File: src/vefe_pkg.sv
`timescale 1ns / 1ps
// ----------------------------------------------------------------------------
// vefe_pkg
// Shared types, constants and helpers of the voxel exposed-face extractor.
// ----------------------------------------------------------------------------
package vefe_pkg;

  // grid and class limits
  localparam int MAX_DIM     = 1024;
  localparam int CLASS_COUNT = 64;

  // field widths
  localparam int SIZE_W   = 11;
  localparam int POS_W    = 10;
  localparam int CLASS_W  = 6;
  localparam int FACE_W   = 3;
  localparam int CORNER_W = 31;
  localparam int NFACE    = 6;
  localparam int DATA_W   = 64;
  localparam int IDX_W    = 2;

  // derived lattice widths: vic = I+1, vij = (I+1)(J+1)
  localparam int VIC_W = SIZE_W;
  localparam int VIJ_W = 2 * VIC_W - 1;
  localparam int OFF_W = VIJ_W + 1;
  localparam int PKV_W = CORNER_W;
  localparam int PJV_W = POS_W + VIC_W - 1;

  // configuration register indexes
  typedef enum logic [IDX_W-1:0] {
    REG_SIZE_I = 2'd0,
    REG_SIZE_J = 2'd1,
    REG_SIZE_K = 2'd2,
    REG_MASK   = 2'd3
  } reg_idx_e;

  // face codes, also the emission order
  typedef enum logic [FACE_W-1:0] {
    FACE_BOTTOM = 3'd0,
    FACE_FRONT  = 3'd1,
    FACE_LEFT   = 3'd2,
    FACE_TOP    = 3'd3,
    FACE_RIGHT  = 3'd4,
    FACE_BACK   = 3'd5
  } face_e;

  // settled configuration seen by the datapath
  typedef struct packed {
    logic [SIZE_W-1:0]      eff_i;
    logic [SIZE_W-1:0]      eff_j;
    logic [SIZE_W-1:0]      eff_k;
    logic [VIC_W-1:0]       vic;
    logic [VIJ_W-1:0]       vij;
    logic [CLASS_COUNT-1:0] mask;
  } cfg_t;

  // one voxel handed from the front stages to the face emitter
  typedef struct packed {
    logic [NFACE-1:0]   faces;
    logic [CLASS_W-1:0] cls;
    logic [PKV_W-1:0]   pkv;
    logic [PJV_W-1:0]   pjv;
    logic [POS_W-1:0]   pi;
  } job_t;

  // zero counts as one, anything above the grid limit is clamped
  function automatic logic [SIZE_W-1:0] eff_size(input logic [SIZE_W-1:0] s);
    logic [SIZE_W-1:0] r;
    r = s;
    if (s == '0) begin
      r = SIZE_W'(1);
    end else if (s > SIZE_W'(MAX_DIM)) begin
      r = SIZE_W'(MAX_DIM);
    end
    return r;
  endfunction

  // class selected by the filter mask
  function automatic logic class_sel(input logic [CLASS_COUNT-1:0] m,
                                     input logic [CLASS_W-1:0] c);
    return (int'(c) < CLASS_COUNT) && m[c];
  endfunction

endpackage

File: src/voxel_exposed_face_extract_core.sv
`timescale 1ns / 1ps
// ----------------------------------------------------------------------------
// voxel_exposed_face_extract_core
// Emits one quad per exposed face of each selected voxel, in the order
// bottom, front, left, top, right, back, with lattice corner indices.
// ----------------------------------------------------------------------------
// A voxel is taken when start_i is high and busy_o is low. It passes the
// input, classify, emitter and result registers, and its quads show one per
// cycle, each for a single cycle under result_valid_o, last_face_o on the
// final one. The receiver cannot stall. A voxel with quads holds the face
// emitter until its last quad, when the next voxel loads; voxels with no
// quads are dropped before it and pass at one per cycle while the emitter
// does not hold them back. busy_o rises once the two stages before a busy
// emitter are full. Configuration writes are always taken (cfg_ready_o is
// tied high) and must only happen while no voxel is in flight.
// ----------------------------------------------------------------------------
module voxel_exposed_face_extract_core (
  input  logic                          clk_i,
  input  logic                          rst_ni,
  input  logic                          cfg_valid_i,
  output logic                          cfg_ready_o,
  input  logic [vefe_pkg::IDX_W-1:0]    cfg_index_i,
  input  logic [vefe_pkg::DATA_W-1:0]   cfg_data_i,
  input  logic                          start_i,
  output logic                          busy_o,
  input  logic [vefe_pkg::POS_W-1:0]    pos_i_i,
  input  logic [vefe_pkg::POS_W-1:0]    pos_j_i,
  input  logic [vefe_pkg::POS_W-1:0]    pos_k_i,
  input  logic [vefe_pkg::CLASS_W-1:0]  center_class_i,
  input  logic [vefe_pkg::CLASS_W-1:0]  below_class_i,
  input  logic [vefe_pkg::CLASS_W-1:0]  front_class_i,
  input  logic [vefe_pkg::CLASS_W-1:0]  left_class_i,
  input  logic [vefe_pkg::CLASS_W-1:0]  above_class_i,
  input  logic [vefe_pkg::CLASS_W-1:0]  right_class_i,
  input  logic [vefe_pkg::CLASS_W-1:0]  back_class_i,
  output logic                          result_valid_o,
  output logic [vefe_pkg::FACE_W-1:0]   face_code_o,
  output logic [vefe_pkg::CLASS_W-1:0]  quad_class_o,
  output logic [vefe_pkg::CORNER_W-1:0] corner_a_o,
  output logic [vefe_pkg::CORNER_W-1:0] corner_b_o,
  output logic [vefe_pkg::CORNER_W-1:0] corner_c_o,
  output logic [vefe_pkg::CORNER_W-1:0] corner_d_o,
  output logic                          last_face_o
);
  import vefe_pkg::*;

  cfg_t cfg;
  job_t job;
  logic job_valid, job_ready;

  assign cfg_ready_o = 1'b1;

  // configuration registers
  vefe_cfg u_cfg (
    .clk_i       (clk_i),
    .rst_ni      (rst_ni),
    .cfg_valid_i (cfg_valid_i),
    .cfg_index_i (cfg_index_i),
    .cfg_data_i  (cfg_data_i),
    .cfg_o       (cfg)
  );

  // input and classify stages
  vefe_front u_front (
    .clk_i          (clk_i),
    .rst_ni         (rst_ni),
    .cfg_i          (cfg),
    .start_i        (start_i),
    .busy_o         (busy_o),
    .pos_i_i        (pos_i_i),
    .pos_j_i        (pos_j_i),
    .pos_k_i        (pos_k_i),
    .center_class_i (center_class_i),
    .below_class_i  (below_class_i),
    .front_class_i  (front_class_i),
    .left_class_i   (left_class_i),
    .above_class_i  (above_class_i),
    .right_class_i  (right_class_i),
    .back_class_i   (back_class_i),
    .job_valid_o    (job_valid),
    .job_o          (job),
    .job_ready_i    (job_ready)
  );

  // face emitter and result register
  vefe_emit u_emit (
    .clk_i          (clk_i),
    .rst_ni         (rst_ni),
    .cfg_i          (cfg),
    .job_valid_i    (job_valid),
    .job_i          (job),
    .job_ready_o    (job_ready),
    .result_valid_o (result_valid_o),
    .face_code_o    (face_code_o),
    .quad_class_o   (quad_class_o),
    .corner_a_o     (corner_a_o),
    .corner_b_o     (corner_b_o),
    .corner_c_o     (corner_c_o),
    .corner_d_o     (corner_d_o),
    .last_face_o    (last_face_o)
  );

endmodule

File: src/vefe_cfg.sv
`timescale 1ns / 1ps
// ----------------------------------------------------------------------------
// vefe_cfg
// Configuration registers, size clamping and lattice stride precompute.
// ----------------------------------------------------------------------------
module vefe_cfg (
  input  logic                        clk_i,
  input  logic                        rst_ni,
  input  logic                        cfg_valid_i,
  input  logic [vefe_pkg::IDX_W-1:0]  cfg_index_i,
  input  logic [vefe_pkg::DATA_W-1:0] cfg_data_i,
  output vefe_pkg::cfg_t              cfg_o
);
  import vefe_pkg::*;

  logic [SIZE_W-1:0]      size_i_q, size_j_q, size_k_q;
  logic [CLASS_COUNT-1:0] mask_q;
  logic [VIC_W-1:0]       vic_q, vic_d;
  logic [VIJ_W-1:0]       vij_q, vij_d;
  logic [SIZE_W-1:0]      eff_i, eff_j, eff_k;
  reg_idx_e               idx;

  assign idx = reg_idx_e'(cfg_index_i);

  // register writes
  always_ff @(posedge clk_i or negedge rst_ni) begin
    if (!rst_ni) begin
      size_i_q <= SIZE_W'(1);
      size_j_q <= SIZE_W'(1);
      size_k_q <= SIZE_W'(1);
      mask_q   <= '0;
    end else if (cfg_valid_i) begin
      unique case (idx)
        REG_SIZE_I: size_i_q <= cfg_data_i[SIZE_W-1:0];
        REG_SIZE_J: size_j_q <= cfg_data_i[SIZE_W-1:0];
        REG_SIZE_K: size_k_q <= cfg_data_i[SIZE_W-1:0];
        REG_MASK:   mask_q   <= cfg_data_i[CLASS_COUNT-1:0];
        default:    ;
      endcase
    end
  end

  // clamped sizes
  assign eff_i = eff_size(size_i_q);
  assign eff_j = eff_size(size_j_q);
  assign eff_k = eff_size(size_k_q);

  // lattice strides, one multiply then a register
  assign vic_d = VIC_W'(eff_i) + VIC_W'(1);
  assign vij_d = VIJ_W'(vic_d) * (VIJ_W'(eff_j) + VIJ_W'(1));

  always_ff @(posedge clk_i or negedge rst_ni) begin
    if (!rst_ni) begin
      vic_q <= VIC_W'(2);
      vij_q <= VIJ_W'(4);
    end else begin
      vic_q <= vic_d;
      vij_q <= vij_d;
    end
  end

  assign cfg_o.eff_i = eff_i;
  assign cfg_o.eff_j = eff_j;
  assign cfg_o.eff_k = eff_k;
  assign cfg_o.vic   = vic_q;
  assign cfg_o.vij   = vij_q;
  assign cfg_o.mask  = mask_q;

endmodule

File: src/vefe_front.sv
`timescale 1ns / 1ps
// ----------------------------------------------------------------------------
// vefe_front
// Input register and classify stage: exposed-face mask and partial
// vertex-index products for each voxel.
// ----------------------------------------------------------------------------
module vefe_front (
  input  logic                         clk_i,
  input  logic                         rst_ni,
  input  vefe_pkg::cfg_t               cfg_i,
  input  logic                         start_i,
  output logic                         busy_o,
  input  logic [vefe_pkg::POS_W-1:0]   pos_i_i,
  input  logic [vefe_pkg::POS_W-1:0]   pos_j_i,
  input  logic [vefe_pkg::POS_W-1:0]   pos_k_i,
  input  logic [vefe_pkg::CLASS_W-1:0] center_class_i,
  input  logic [vefe_pkg::CLASS_W-1:0] below_class_i,
  input  logic [vefe_pkg::CLASS_W-1:0] front_class_i,
  input  logic [vefe_pkg::CLASS_W-1:0] left_class_i,
  input  logic [vefe_pkg::CLASS_W-1:0] above_class_i,
  input  logic [vefe_pkg::CLASS_W-1:0] right_class_i,
  input  logic [vefe_pkg::CLASS_W-1:0] back_class_i,
  output logic                         job_valid_o,
  output vefe_pkg::job_t               job_o,
  input  logic                         job_ready_i
);
  import vefe_pkg::*;

  // input register
  logic               in_v_q;
  logic [POS_W-1:0]   pi_q, pj_q, pk_q;
  logic [CLASS_W-1:0] cls_q;
  logic [CLASS_W-1:0] nb_q [NFACE];

  // classify register
  logic               job_v_q;
  job_t               job_q, job_d;

  logic               job_free, in_free, accept;
  logic               in_range;
  logic [NFACE-1:0]   bnd, expo;

  // flow control, each stage moves when the one after it frees up
  assign job_free = !job_v_q || job_ready_i;
  assign in_free  = !in_v_q || job_free;
  assign busy_o   = !in_free;
  assign accept   = start_i && in_free;

  always_ff @(posedge clk_i or negedge rst_ni) begin
    if (!rst_ni) begin
      in_v_q <= 1'b0;
    end else if (in_free) begin
      in_v_q <= accept;
    end
  end

  always_ff @(posedge clk_i) begin
    if (accept) begin
      pi_q              <= pos_i_i;
      pj_q              <= pos_j_i;
      pk_q              <= pos_k_i;
      cls_q             <= center_class_i;
      nb_q[FACE_BOTTOM] <= below_class_i;
      nb_q[FACE_FRONT]  <= front_class_i;
      nb_q[FACE_LEFT]   <= left_class_i;
      nb_q[FACE_TOP]    <= above_class_i;
      nb_q[FACE_RIGHT]  <= right_class_i;
      nb_q[FACE_BACK]   <= back_class_i;
    end
  end

  // grid boundary per face
  assign in_range = ({1'b0, pi_q} < cfg_i.eff_i) && ({1'b0, pj_q} < cfg_i.eff_j) &&
                    ({1'b0, pk_q} < cfg_i.eff_k);
  assign bnd[FACE_BOTTOM] = (pk_q == '0);
  assign bnd[FACE_FRONT]  = (pj_q == '0);
  assign bnd[FACE_LEFT]   = (pi_q == '0);
  assign bnd[FACE_TOP]    = ({1'b0, pk_q} == cfg_i.eff_k - SIZE_W'(1));
  assign bnd[FACE_RIGHT]  = ({1'b0, pi_q} == cfg_i.eff_i - SIZE_W'(1));
  assign bnd[FACE_BACK]   = ({1'b0, pj_q} == cfg_i.eff_j - SIZE_W'(1));

  // exposed faces and partial vertex index
  always_comb begin
    for (int f = 0; f < NFACE; f++) begin
      expo[f] = bnd[f] || !class_sel(cfg_i.mask, nb_q[f]);
    end
    job_d.faces = (in_range && class_sel(cfg_i.mask, cls_q)) ? expo : '0;
    job_d.cls   = cls_q;
    job_d.pkv   = PKV_W'(PKV_W'(pk_q) * PKV_W'(cfg_i.vij));
    job_d.pjv   = PJV_W'(PJV_W'(pj_q) * PJV_W'(cfg_i.vic));
    job_d.pi    = pi_q;
  end

  // voxels with no quads are dropped here
  always_ff @(posedge clk_i or negedge rst_ni) begin
    if (!rst_ni) begin
      job_v_q <= 1'b0;
    end else if (job_free) begin
      job_v_q <= in_v_q && (job_d.faces != '0);
    end
  end

  always_ff @(posedge clk_i) begin
    if (job_free && in_v_q) begin
      job_q <= job_d;
    end
  end

  assign job_valid_o = job_v_q;
  assign job_o       = job_q;

endmodule

File: src/vefe_emit.sv
`timescale 1ns / 1ps
// ----------------------------------------------------------------------------
// vefe_emit
// Face emitter: walks the exposed faces of one voxel, one quad per cycle,
// into the result register.
// ----------------------------------------------------------------------------
module vefe_emit (
  input  logic                          clk_i,
  input  logic                          rst_ni,
  input  vefe_pkg::cfg_t                cfg_i,
  input  logic                          job_valid_i,
  input  vefe_pkg::job_t                job_i,
  output logic                          job_ready_o,
  output logic                          result_valid_o,
  output logic [vefe_pkg::FACE_W-1:0]   face_code_o,
  output logic [vefe_pkg::CLASS_W-1:0]  quad_class_o,
  output logic [vefe_pkg::CORNER_W-1:0] corner_a_o,
  output logic [vefe_pkg::CORNER_W-1:0] corner_b_o,
  output logic [vefe_pkg::CORNER_W-1:0] corner_c_o,
  output logic [vefe_pkg::CORNER_W-1:0] corner_d_o,
  output logic                          last_face_o
);
  import vefe_pkg::*;

  logic [NFACE-1:0]    rem_q, rem_nxt;
  logic [CLASS_W-1:0]  cls_q;
  logic [CORNER_W-1:0] v_q, v_d;
  face_e               cur;
  logic                emit;
  logic [OFF_W-1:0]    off [4];
  logic [OFF_W-1:0]    vic, vij;

  logic                res_v_q;
  logic [FACE_W-1:0]   face_q;
  logic [CLASS_W-1:0]  rcls_q;
  logic [CORNER_W-1:0] corner_q [4];
  logic                last_q;

  // lowest pending face goes out first
  always_comb begin
    cur = FACE_BACK;
    for (int f = NFACE - 1; f >= 0; f--) begin
      if (rem_q[f]) begin
        cur = face_e'(FACE_W'(f));
      end
    end
  end

  assign emit        = (rem_q != '0);
  assign rem_nxt     = rem_q & (rem_q - NFACE'(1));
  assign job_ready_o = (rem_nxt == '0);

  // base vertex of the voxel
  assign v_d = job_i.pkv + CORNER_W'(job_i.pjv) + CORNER_W'(job_i.pi);

  always_ff @(posedge clk_i or negedge rst_ni) begin
    if (!rst_ni) begin
      rem_q <= '0;
    end else if (job_ready_o && job_valid_i) begin
      rem_q <= job_i.faces;
    end else begin
      rem_q <= rem_nxt;
    end
  end

  always_ff @(posedge clk_i) begin
    if (job_ready_o && job_valid_i) begin
      v_q   <= v_d;
      cls_q <= job_i.cls;
    end
  end

  // corner offsets on the vertex lattice
  assign vic = OFF_W'(cfg_i.vic);
  assign vij = OFF_W'(cfg_i.vij);

  always_comb begin
    off[0] = '0;
    off[1] = OFF_W'(1);
    off[2] = vic + OFF_W'(1);
    off[3] = vic;
    case (cur)
      FACE_BOTTOM: begin
        off[0] = '0;
        off[1] = OFF_W'(1);
        off[2] = vic + OFF_W'(1);
        off[3] = vic;
      end
      FACE_FRONT: begin
        off[0] = '0;
        off[1] = OFF_W'(1);
        off[2] = vij + OFF_W'(1);
        off[3] = vij;
      end
      FACE_LEFT: begin
        off[0] = '0;
        off[1] = vic;
        off[2] = vic + vij;
        off[3] = vij;
      end
      FACE_TOP: begin
        off[0] = vij;
        off[1] = vij + OFF_W'(1);
        off[2] = vij + vic + OFF_W'(1);
        off[3] = vij + vic;
      end
      FACE_RIGHT: begin
        off[0] = OFF_W'(1);
        off[1] = vic + OFF_W'(1);
        off[2] = vij + vic + OFF_W'(1);
        off[3] = vij + OFF_W'(1);
      end
      FACE_BACK: begin
        off[0] = vic;
        off[1] = vic + OFF_W'(1);
        off[2] = vij + vic + OFF_W'(1);
        off[3] = vij + vic;
      end
      default: ;
    endcase
  end

  // result register, one quad per cycle
  always_ff @(posedge clk_i or negedge rst_ni) begin
    if (!rst_ni) begin
      res_v_q <= 1'b0;
    end else begin
      res_v_q <= emit;
    end
  end

  always_ff @(posedge clk_i) begin
    if (emit) begin
      face_q <= cur;
      rcls_q <= cls_q;
      last_q <= (rem_nxt == '0);
      for (int q = 0; q < 4; q++) begin
        corner_q[q] <= v_q + CORNER_W'(off[q]);
      end
    end
  end

  assign result_valid_o = res_v_q;
  assign face_code_o    = face_q;
  assign quad_class_o   = rcls_q;
  assign corner_a_o     = corner_q[0];
  assign corner_b_o     = corner_q[1];
  assign corner_c_o     = corner_q[2];
  assign corner_d_o     = corner_q[3];
  assign last_face_o    = last_q;

endmodule

File: config.mk
export PLATFORM = sky130hd
export DESIGN_NAME = voxel_exposed_face_extract_core
export DESIGN_NICKNAME = d
export VERILOG_FILES = /design/src/vefe_pkg.sv /design/src/voxel_exposed_face_extract_core.sv /design/src/vefe_cfg.sv /design/src/vefe_front.sv /design/src/vefe_emit.sv
export SDC_FILE = /design/constraint.sdc
export NUM_CORES = 2
export LEC_CHECK = 0
export ABC_CLOCK_PERIOD_IN_PS = 13150
export BUFFER_PORTS_ARGS = -buffer_cell sky130_fd_sc_hd__buf_4
export CORE_ASPECT_RATIO = 1.1
export CORE_MARGIN = 3
export CORE_UTILIZATION = 68
export DETAILED_ROUTE_END_ITERATION = 12
export PLACE_DENSITY = 0.85
export SLEW_MARGIN = 15
export SYNTH_ARGS = -nofsm -noshare
export SYNTH_HDL_FRONTEND = slang
export SYNTH_SLANG_ARGS = --single-unit
File: constraint.sdc
create_clock -name clk_i -period 13.15 [get_ports clk_i]
set_input_delay 1.9725 -clock clk_i [delete_from_list [all_inputs] [get_ports clk_i]]
set_output_delay 1.9725 -clock clk_i [all_outputs]
set_load 0.01 [all_outputs]
==> out/metrics.yaml <==
global_route:
  globalRoute.totalOverflow: 0
  grt_pass1_vias: 34300
  grt_usage_pct: 35.4
  grt_max_degree: 83
  grt_pass1_wl_um: 184000
  antenna_found_initial: 2
sta:
  slew_headroom_pct: 19.5
  period_share_pct: 61.1
  fin_setup_tns_ps: 0
  setup_violations: 0
  maxSlewViolCount: 0
  max_slew.worst_pin.slew_ps: 1210
  hold_violations: 0
  max_clock_freq_mhz: 124
  rsz0062_at_grt: "no"
  clock-skew-final_ps: 33.1
  min_period_ps: 8040
logic_synthesis:
  syn_inst: 4084
  synth_seq_area_share_pct: 30.2
  yosys-top-cells-count: "412 x nand2_1, 406 x inv_1, 337 x ha_1"
  synth-edff-count: 316
  synth_area_leaders: "edfxtp_1 22%, fa_1 15%, ha_1 9.8%"
  synth_top_area_share_pct: 22.1
  synth_xor_area_share_pct: 6.34
  synth_compound_gate_area_share_pct: 10.1
  synth_simple_gate_area_share_pct: 12.8
  ys_warn_count: 0
  ys.flop_type: "edfxtp_1"
  syn_area_per_cell_sq_um: 10.5
  synth.cell_area_sq_um: 42900
  synth_seq_cells: 454
  synth_fa_ha_area_share_pct: 24.9
  synth_top_family_by_area: "adder cells"
  synthMuxAreaShare_pct: 10.2
  yosysUniqueCellTypes: 94
  yosysMostFrequentCell: "nand2_1"
  async_reset_ff_share_pct: 30.4
  synth_top_area_cell: "edfxtp_1"
floorplanning:
  die_width_um: 245
  start_util_pct: 69.4
  ioPinCount: 279
  rows: 95
  core_sq_um: 61800
  die_area_sq_um: 66100
  die_h_um: 269
cts:
  cts_tree: "yes"
  cts_setup_buffers: 0
  clk_latency_ps: 620
  cts.sinks: 454
  cts_buffers: 49
  cts_root_buffer: "clkbuf_16"
  htree_levels: 2
  cts_resized: 0
  clockBufferDepth: 3
  ctsHoldBuffers: 0
  cts.clk_slew.worst_paths_ps: 70
setup_path:
  critPathArrivalTime_ps: 8560
  cpMostUsedCell: "inv_1"
  worstSetupPathType: "flop to flop"
  cp_slowest_stage_delay_ps: 560
  crit_required_ps: 13670
  timing.rr.start: "u_cfg.size_j_q[3]"
  critPathSlowestCell: "or4_1"
  r2r_slack_ps: 5110
  r2r-end: "u_cfg.vij_q[20]"
  r2r_cells: 30
  cp-start-kind: "flop"
  crit_path_end_kind: "flop"
  path_max_fanout: 11
place:
  placedCellCount: 5044
  dp_hpwl_um: 89500
  routabilityCongestion: 0.989
  port_buffers: 277
final_layout:
  layout.cells.non_filler: 5137
  diodes: 0
  layout-drive-gt1-share_pct: 15.8
  n_fill_cell: 4074
  areaGrowthSynthToFinish_pct: 9.93
  fin_nets: 5075
  ff_latch_area_sq_um: 12900
  multiInputGateArea_sq_um: 27700
detailed_routing:
  detail_route.first_pass.iterations: 6
  dr.first_iter.drc_count: 3072
  vias: 33100
  wl_per_cell_um: 22.6
  drc: 0
  drt-total-wl_um: 116000
  via_per_inst: 6.44
  antenna_left: 0
flow_run:
  cap_violations: 0
outcome:
  outcome: "completed"
worst_hold_path:
  worst_hold_path_type: "flop to flop"
  hp-start: "u_front.job_o[63]"
  holdPathStages: 0
  min_to: "u_emit.cls_q[2]"
==> final cells by class <==
type	count	area share [%]
sequential	454	27.5
tap	824	2.19
inverter	411	3.27
clock buffer	64	2.85
clock inverter	27	0.520
multi-input combinational	3042	58.6
timing repair buffer	315	5.08
==> critical path, delay by kind of cell, from the launching register on <==
kind / cells / cell delay, ps
DFF: 1 / 450
xor gates and xnor gates: 2 / 290
adders and majority gates: 7 / 3130
AOI/OAI and AO/OA: 7 / 1480
buffers and inverters: 7 / 750
and+or+nand+nor: 7 / 1840
==> placed cells by master, fill, tap and decap left out, drive strengths merged, types with 133 or more instances in the layout <==
cell and instances:
a21oi 175, and2 167, buf 315, dfrtp 133, edfxtp 316, fa 323
ha 337, inv 413, mux4 137, nand2 412, nor2 257, o21ai 146
xnor2 209
==> worst max path at each step <==
stage | cells past startpoint | slack (ps) | start | end
finish | 30 | 5110 | u_cfg.size_j_q[3] | u_cfg.vij_q[20]
global route | 30 | 4610 | u_cfg.size_j_q[3] | u_cfg.vij_q[20]
CTS | 30 | 5120 | u_cfg.size_j_q[3] | u_cfg.vij_q[20]
detailed placement | 30 | 5240 | u_cfg.size_j_q[3] | u_cfg.vij_q[20]
global placement | 30 | 5480 | u_cfg.size_j_q[3] | u_cfg.vij_q[20]
floorplan | 30 | 5880 | u_cfg.size_j_q[3] | u_cfg.vij_q[20]
==> flip-flops by register name, summed over array words and instances, names as in the netlist, 11 cells and up <==
register / flops
u_cfg.size_j_q: 11
u_cfg.vic_q: 11
u_emit.corner_q: 124
u_cfg.size_k_q: 11
u_cfg.vij_q: 21
u_front.job_o: 73
u_front.nb_q: 36
u_emit.v_q: 31
u_cfg.mask_q: 64
u_cfg.size_i_q: 11
==> layer usage <==
layer  vias up  GRT usage (%)  share of wire [%]
met2      2011           60.8                 49
li1      14600              -                  -
met4         2           19.3                6.7
met1     16000           42.6                 35
met5         -              0              0.016
met3       485           5.85                9.3
==> cell families after synthesis <==
group           count (synthesis)
fa+ha+maj                     660
mux                           252
xor+xnor                      309
compound gates                668
buf+inv                       596
simple gates                 1143
flops                         454
other cells                     2
==> metrics by stage <==
stage | hold slack, ps | worst slack (ps) | cell area, sq um | utilization, %
finish | 417 | 5110 | 47200 | 76.3
global route | 427 | 4610 | 47200 | 76.3
CTS | 418 | 5120 | 47100 | 76.2
detailed placement | 405 | 5240 | 45500 | 73.7
global placement | 401 | 5480 | 45500 | 73.7
floorplan | 400 | 5880 | 42900 | -
Power is not shown: default switching activity piles up to over one toggle a cycle in this logic, so the estimate is an artifact.
